### config.mk
export PLATFORM = sky130hd
export DESIGN_NAME = tlc_div_cell
export DESIGN_NICKNAME = d
export VERILOG_FILES = /design/src/rtl/core/tlc_pkg.sv /design/src/rtl/core/tlc_div_cell.sv
export SDC_FILE = /design/constraint.sdc
export NUM_CORES = 1
export LEC_CHECK = 0
export ABC_AREA = 0
export BUFFER_PORTS_ARGS = -buffer_cell sky130_fd_sc_hd__buf_2
export CORE_MARGIN = 2
export CORE_UTILIZATION = 40
export CTS_CLUSTER_DIAMETER = 80
export DETAILED_ROUTE_END_ITERATION = 8
export GPL_TIMING_DRIVEN = 0
export PLACE_DENSITY = 0.75
export RECOVER_POWER = 50
export SYNTH_ARGS = -nofsm -noshare
export SYNTH_HDL_FRONTEND = slang
export SYNTH_SLANG_ARGS = --single-unit
### constraint.sdc
create_clock -name i_clk -period 2.6 [get_ports i_clk]
set_input_delay 0 -clock i_clk [delete_from_list [all_inputs] [get_ports i_clk]]
set_output_delay 0 -clock i_clk [all_outputs]
set_load 0.02 [all_outputs]
### src/rtl/core/tlc_pkg.sv
// Shared types, constants and functions for the two-channel lux calculator.
// Used by tlc_div_cell, tlc_seg_path and two_channel_lux_calculator.
package tlc_pkg;

    // Field widths
    localparam int CNT_W   = 16;  // sensor channel count
    localparam int RATIO_W = 17;  // ir/full ratio, Q1.16
    localparam int LUX_W   = 19;  // lux, fixed point
    localparam int COEF_W  = 20;  // segment coefficients, Q0.24
    localparam int PROD_W  = 52;  // aligned terms, Q40
    localparam int DIFF_W  = 53;  // signed difference of aligned terms
    localparam int IN_TDATA_W   = 32;
    localparam int OUT_TDATA_W  = 24;
    localparam int DIV_CELLS    = RATIO_W;  // one quotient bit per cell

    // Default parameter values
    localparam int LUX_FRAC_BITS_DEF     = 8;
    localparam int POWER_TABLE_DEPTH_DEF = 256;

    localparam logic [RATIO_W-1:0] RATIO_MAX  = 17'h1FFFF;
    localparam logic [RATIO_W-1:0] BOUND_SEG1 = 17'd32768;  // 0.50
    localparam logic [RATIO_W-1:0] BOUND_SEG2 = 17'd39977;  // 0.61
    localparam logic [RATIO_W-1:0] BOUND_SEG3 = 17'd52429;  // 0.80
    localparam logic [RATIO_W-1:0] BOUND_SEG4 = 17'd85197;  // 1.30
    localparam logic [LUX_W-1:0]   LUX_MAX    = 19'h7FFFF;

    // Coefficients, Q0.24
    localparam logic [COEF_W-1:0] K_A1 = 20'd510027;
    localparam logic [COEF_W-1:0] K_B1 = 20'd1040187;
    localparam logic [COEF_W-1:0] K_A2 = 20'd375810;
    localparam logic [COEF_W-1:0] K_B2 = 20'd520094;
    localparam logic [COEF_W-1:0] K_A3 = 20'd214748;
    localparam logic [COEF_W-1:0] K_B3 = 20'd256691;
    localparam logic [COEF_W-1:0] K_A4 = 20'd24495;
    localparam logic [COEF_W-1:0] K_B4 = 20'd18790;

    // Segment code reported with each result
    typedef enum logic [2:0] {
        SEG_NONE  = 3'd0,  // full count is zero
        SEG_ONE   = 3'd1,  // power-law segment
        SEG_TWO   = 3'd2,
        SEG_THREE = 3'd3,
        SEG_FOUR  = 3'd4,
        SEG_OVER  = 3'd5   // ratio above 1.30
    } t_seg;

    // Beat moving down the divider chain
    typedef struct packed {
        logic               valid;
        logic [CNT_W-1:0]   full;
        logic [CNT_W-1:0]   ir;
        logic [CNT_W-1:0]   rem;
        logic [RATIO_W-1:0] quo;
        logic               sat;   // quotient exceeds RATIO_MAX
    } t_div_beat;

    // Full-channel coefficient per segment (zero where no segment applies)
    function automatic logic [COEF_W-1:0] seg_ka(input t_seg seg);
        logic [COEF_W-1:0] k;
        unique case (seg)
            SEG_ONE:   k = K_A1;
            SEG_TWO:   k = K_A2;
            SEG_THREE: k = K_A3;
            SEG_FOUR:  k = K_A4;
            default:   k = '0;
        endcase
        return k;
    endfunction

    // Subtracted coefficient per segment
    function automatic logic [COEF_W-1:0] seg_kb(input t_seg seg);
        logic [COEF_W-1:0] k;
        unique case (seg)
            SEG_ONE:   k = K_B1;
            SEG_TWO:   k = K_B2;
            SEG_THREE: k = K_B3;
            SEG_FOUR:  k = K_B4;
            default:   k = '0;
        endcase
        return k;
    endfunction

    // Power table entry: largest y with y^5 * (2D)^7 <= 2^80 * idx^7,
    // i.e. floor(2^16 * (idx/(2D))^1.4). Evaluated at elaboration.
    function automatic logic [15:0] pow_entry(input int unsigned idx,
                                              input int unsigned depth);
        logic [191:0] scale;
        logic [191:0] rhs;
        logic [191:0] lhs;
        int unsigned  lo;
        int unsigned  hi;
        int unsigned  mid;
        int           j;
        int           it;
        scale = 192'd1;
        for (j = 0; j < 7; j++) scale = scale * 192'(2 * depth);
        rhs = 192'd1;
        for (j = 0; j < 7; j++) rhs = rhs * 192'(idx);
        rhs = rhs << 80;
        lo = 0;
        hi = 65535;
        for (it = 0; it < 17; it++) begin
            if (lo < hi) begin
                mid = lo + ((hi - lo + 1) >> 1);
                lhs = scale;
                for (j = 0; j < 5; j++) lhs = lhs * 192'(mid);
                if (lhs <= rhs) lo = mid;
                else hi = mid - 1;
            end
        end
        return 16'(lo);
    endfunction

endpackage

### src/rtl/core/tlc_div_cell.sv
// One cell of the ratio divider chain: one restoring step, one quotient bit.
// Depends on tlc_pkg (t_div_beat, widths).
module tlc_div_cell #(
    parameter bit FIRST = 1'b0   // first cell shifts in the ir count's lowest bit
) (
    input  logic               i_clk,
    input  logic               i_rst_n,
    input  logic               i_en,
    input  tlc_pkg::t_div_beat i_beat,
    output tlc_pkg::t_div_beat o_beat
);

    logic [tlc_pkg::CNT_W:0]   w_trial;
    logic                      w_ge;
    logic [tlc_pkg::CNT_W-1:0] w_rem;
    logic                      r_valid;
    tlc_pkg::t_div_beat        r_beat;

    // Trial subtract of the divisor from the shifted remainder
    always_comb begin
        w_trial = {i_beat.rem, (FIRST ? i_beat.ir[0] : 1'b0)};
        w_ge    = w_trial >= {1'b0, i_beat.full};
        w_rem   = w_ge ? tlc_pkg::CNT_W'(w_trial - {1'b0, i_beat.full})
                       : w_trial[tlc_pkg::CNT_W-1:0];
    end

    always_ff @(posedge i_clk) begin
        if (!i_rst_n) begin
            r_valid <= 1'b0;
        end else if (i_en) begin
            r_valid <= i_beat.valid;
        end
    end

    // Payload, no reset
    always_ff @(posedge i_clk) begin
        if (i_en) begin
            r_beat.full <= i_beat.full;
            r_beat.ir   <= i_beat.ir;
            r_beat.rem  <= w_rem;
            r_beat.quo  <= {i_beat.quo[tlc_pkg::RATIO_W-2:0], w_ge};
            r_beat.sat  <= i_beat.sat;
        end
    end

    always_comb begin
        o_beat.valid = r_valid;
        o_beat.full  = r_beat.full;
        o_beat.ir    = r_beat.ir;
        o_beat.rem   = r_beat.rem;
        o_beat.quo   = r_beat.quo;
        o_beat.sat   = r_beat.sat;
    end

endmodule

After elaboration in Yosys (flattened, before gate mapping)
Index checks and enable logic that the tools add are counted.
Storage, ports and cells
  output and inout port bits: 67
  memories: 0
  memory bits (read-only): 0
  bits in writable memories: 0
  bits in registers: 67
  logic and storage cells: 10
  bits of input ports: 70
  latch bits: 0
Operators by class
  magnitude comparators: 1
  multipliers: 0
  shifts and indexed selects: 0
  reduce and logical (&&, ||, !) cells: 0
  add/sub/neg operators: 1
  bitwise operators: 0
  equal/unequal tests: 0
  multiplexer cells: 1
  divide/modulo/power cells: 0
Operator list (number)
  $ge 17x16->1: 1
  $mux 16: 1
  $sub 16x16->16: 1

Longest topological paths before layout
  word-level depth: 2
  gate-level depth with buffers: 10
  depth with buffers taken out: 8

Worst setup path after synthesis
OpenSTA, ideal clock, no wires.
  kind: input -> register
  start: input i_beat[58] (netlist name)
  end: register r_beat, in the netlist o_beat[26] (data pin)
  data arrival time: 1810 ps
  cell stages on the path: 10
  setup slack: 530 ps
  required time: 2340 ps
  path buffers: 2
  setup time: 260 ps
  path through: inv_1 -> ha_1 -> buf_2 -> nand4_2 -> or2_4 -> a31oi_4 -> o21bai_2 -> a21boi_4 -> buf_12 -> mux2_4
On the way
  longest elaborated chain between the ends: 2
  elaborated cells on any way between the ends: 3
  those cells by class: add/sub: 1; order compare: 1; mux: 1
RTL lines
  start: declaration: RTL line tlc_div_cell.sv:9  | input tlc_pkg::t_div_beat i_beat,
  $ge 17x16->1: RTL line tlc_div_cell.sv:22  | w_ge = w_trial >= {1'b0, i_beat.full};
  named net w_ge: RTL line tlc_div_cell.sv:14  | logic w_ge;
  $mux 16: RTL line tlc_div_cell.sv:23  | w_rem = w_ge ? tlc_pkg::CNT_W'(w_trial - {1'b0, i_beat.full})
  named net w_rem, one bit: RTL line tlc_div_cell.sv:15  | logic [tlc_pkg::CNT_W-1:0] w_rem;
  end: declaration: RTL line tlc_div_cell.sv:17  | tlc_pkg::t_div_beat r_beat;
The timed path passes the listed nets, and every way through them passes these cells.
A chain may end at the register's enable or synchronous reset.

Worst setup path in the final report
  start: input i_beat[56] (netlist name)
  end: register r_beat, in the netlist o_beat[20] (data pin)
On the way
  longest elaborated chain between the ends: 2
RTL lines (RTL line)
  $ge 17x16->1: tlc_div_cell.sv:22
  $mux 16: tlc_div_cell.sv:23
  named net w_rem, one bit: tlc_div_cell.sv:15
The timed path passes the listed nets, and every way through them passes these cells.

==> impl_metrics.toml <==
[status]
status = "finished, violations left"
violations = "capacitance limit, slew limit"

[job]
drv_cap = 1

[routing]
wl_per_cell_um = 15.2
firstDrtPassIters = 5
wl_um = 8220
drc = 0
ant_nets = 0
vias_per_cell = 4.87
drtIter0Drc = 109
vias = 2642

[placed_design]
io_buffers = 135
dp.cells = 461
placed_area_mm2 = 0.00398
place_ws_ps = 147
place_congestion = 0.754
dp_hpwl_um = 5320

[worst_hold_path]
holdPathEnd = "o_beat[19]"
hold_class = "in2reg"
min-delay-start = "i_beat[18]"
hold_depth = 3

[setup_path]
required_ps = 2690
r2r-start = "r_valid"
start_kind = "input port"
r2r_slack_ps = 1390
reg2reg_to = "r_valid"
cp-end-kind = "flip-flop"
worstPathArrival_ps = 2600
crit_type = "in2reg"
rr_worst_depth = 3
path_max_fanout = 7

[yosys]
ys_seq_area_share_pct = 63.0
yosysWarningCount = 0
ys_seq_elements = 67
syn_avg_cell_area_um2 = 14.2
ys_types = 45
syn_inst = 224
synthesis.nets = 311
syn_area_mm2 = 0.00318

[finish]
design_area_mm2 = 0.00485
nets = 522
fin_cells = 542
num-fill-cells = 596
multi_input_area_mm2 = 0.00108
area_growth_pct = 52.8
seq_area_mm2 = 0.00200
fin_util_pct = 62.8
final_common_cell = "buf_2"
drive_above_1_share_pct = 37.5
layout_common_cells = "buf_2 (125), edfxtp_1 (66), dlygate4sd3_1 (63)"
n_antenna_cell = 0

[sta]
min_period_ps = 2500
relSlewSlack_pct = -10.8
finalWorstSetupSlack_ps = 96.6
hold_viol = 0
fin_worst_skew_ps = 0
setup_viol = 0
rsz0062_at_grt = "false"
setup_tns_ps = 0
drv_slew = 68
finalCritPeriodShare_pct = 96.3
fin_hold_ws_ps = 43.6
max_freq_mhz = 399
tightest_slew_ps = 1660

[pwr]
irDropWorstVdd_uv = 305
p_total_mw = 3.01
combPwrFrac_pct = 23.9
pwr_density_cell_mw_per_mm2 = 620
p_int_mw = 2.19
p_clk_share_pct = 31.5
power.share.sequential_pct = 44.6
power.leakage_nw = 2.14
swShare_pct = 27.3
p_switching_uw = 821

[global_routing]
grt_pass1_vias = 2623
grt_max_degree = 68
grt_pass1_wl_um = 12600
overflow = 0
antenna_found_initial = 0
grt.total_usage_pct = 18.9

[clock_network]
root_buffer = "clkbuf_8"
clkTransAtPathRegs_ps = 70
clock-sinks = 67
clk_latency_ps = 340
cts_tree = "yes"
h-tree-depth = 3
cts_buffer_depth = 2
numCtsBuffers = 9

[floorplan]
initial_core_util_pct = 41.1
die_w_um = 93.1
num_rows = 32
design.portCount = 137
die_y_um = 93.1
fp.dieArea_mm2 = 0.00867
coreArea_mm2 = 0.00773
-- sequential cells by signal (all words and copies together) (netlist names) --
name	count
o_beat	66
r_valid	1
-- worst max-delay path by stage --
stage,slack [ps],start,end
final,100,i_beat[56],o_beat[20]
after global routing,10,i_beat[56],o_beat[29]
after floorplan,530,i_beat[58],o_beat[26]
after detailed placement,150,i_beat[58],o_beat[32]
after global placement,190,i_beat[18],o_beat[30]
after CTS,50,i_beat[23],o_beat[29]
-- critical path: stages --
cell and delay, ps:
dlygate4sd3_1 550, buf_2 120, inv_1 40, ha_1 380
nand2_1 120, or2_4 270, a31oi_4 200, o21bai_2 150
a21boi_4 280, buf_4 160, mux2_2 330
-- layer usage --
metal	global-route usage (%)	vias to the layer above	part of all wire (%)
met5	0	-	0
met4	6.00	0	1.7
met3	5.56	15	7.3
met2	34.6	123	51
met1	21.0	1243	40
li1	-	1261	-
-- layout make-up --
cell class              count  area share [%]
well taps                 102            2.63
clock buffers              10            2.63
inverters                  19            1.47
repair buffers            200            27.2
plain buffers               3           0.670
multi-input cells         135            22.3
flip-flops and latches     67            41.2
clock inverters             6            1.86
-- logic make-up after synthesis --
logic type	share of synthesized area, %
compound gates	10.2
buf+inv	3.27
mux	5.91
fa+ha+maj	6.93
xor+xnor	3.03
simple gates	7.60
flops	63.0
-- power groups by stage --
stage                     registers (mW)  clock network, mW  logic, mW
after CTS                           1.34              0.967      0.707
after floorplan                     1.50                  0      0.264
after global routing                1.35               1.01      0.782
after detailed placement            1.36                  0      0.628
final                               1.34              0.948      0.721
after global placement              1.36                  0      0.617
-- Yosys cell counts (all sizes together) --
| cell type | count | area [um2] |
|---|---|---|
| mux2 | 12 | 158 |
| ha | 16 | 200 |
| nand3 | 5 | 25.0 |
| nand2b | 2 | 12.5 |
| o22ai | 1 | 6.26 |
| o21a | 3 | 22.5 |
| xnor2 | 6 | 52.6 |
| a21o | 5 | 37.5 |
| inv | 19 | 71.3 |
| buf | 3 | 32.5 |
| a2111oi | 1 | 8.76 |
| and2 | 3 | 18.8 |
| nor2 | 11 | 41.3 |
| fa | 1 | 20.0 |
| nor3b | 1 | 7.51 |
| a21boi | 2 | 26.3 |
| a211oi | 3 | 22.5 |
| nand2 | 10 | 37.5 |
| o31ai | 1 | 7.51 |
| o311ai | 1 | 8.76 |
| a21oi | 11 | 55.1 |
| edfxtp | 66 | 1980 |
| a31oi | 2 | 27.5 |
| or2 | 2 | 15.0 |
| dfxtp | 1 | 20.0 |
| a311oi | 1 | 8.76 |
| o211ai | 3 | 22.5 |
| mux2i | 3 | 30.0 |
| nor2b | 4 | 25.0 |
| and3 | 1 | 6.26 |
| o311a | 1 | 10.0 |
| nand4 | 2 | 18.8 |
| xor2 | 5 | 43.8 |
| nor3 | 3 | 15.0 |
| o21ai | 7 | 35.0 |
| o21bai | 3 | 26.3 |
| or3 | 3 | 18.8 |
-- what timing repair did --
item / CTS / global route
buffers inserted: 0 / 2
resized for setup: 0 / 3
endpoints found under the hold margin: 62 / 0
endpoints found under the setup margin: 0 / 6
hold buffers: 63 / 0
(Power assumes the default switching activity.)
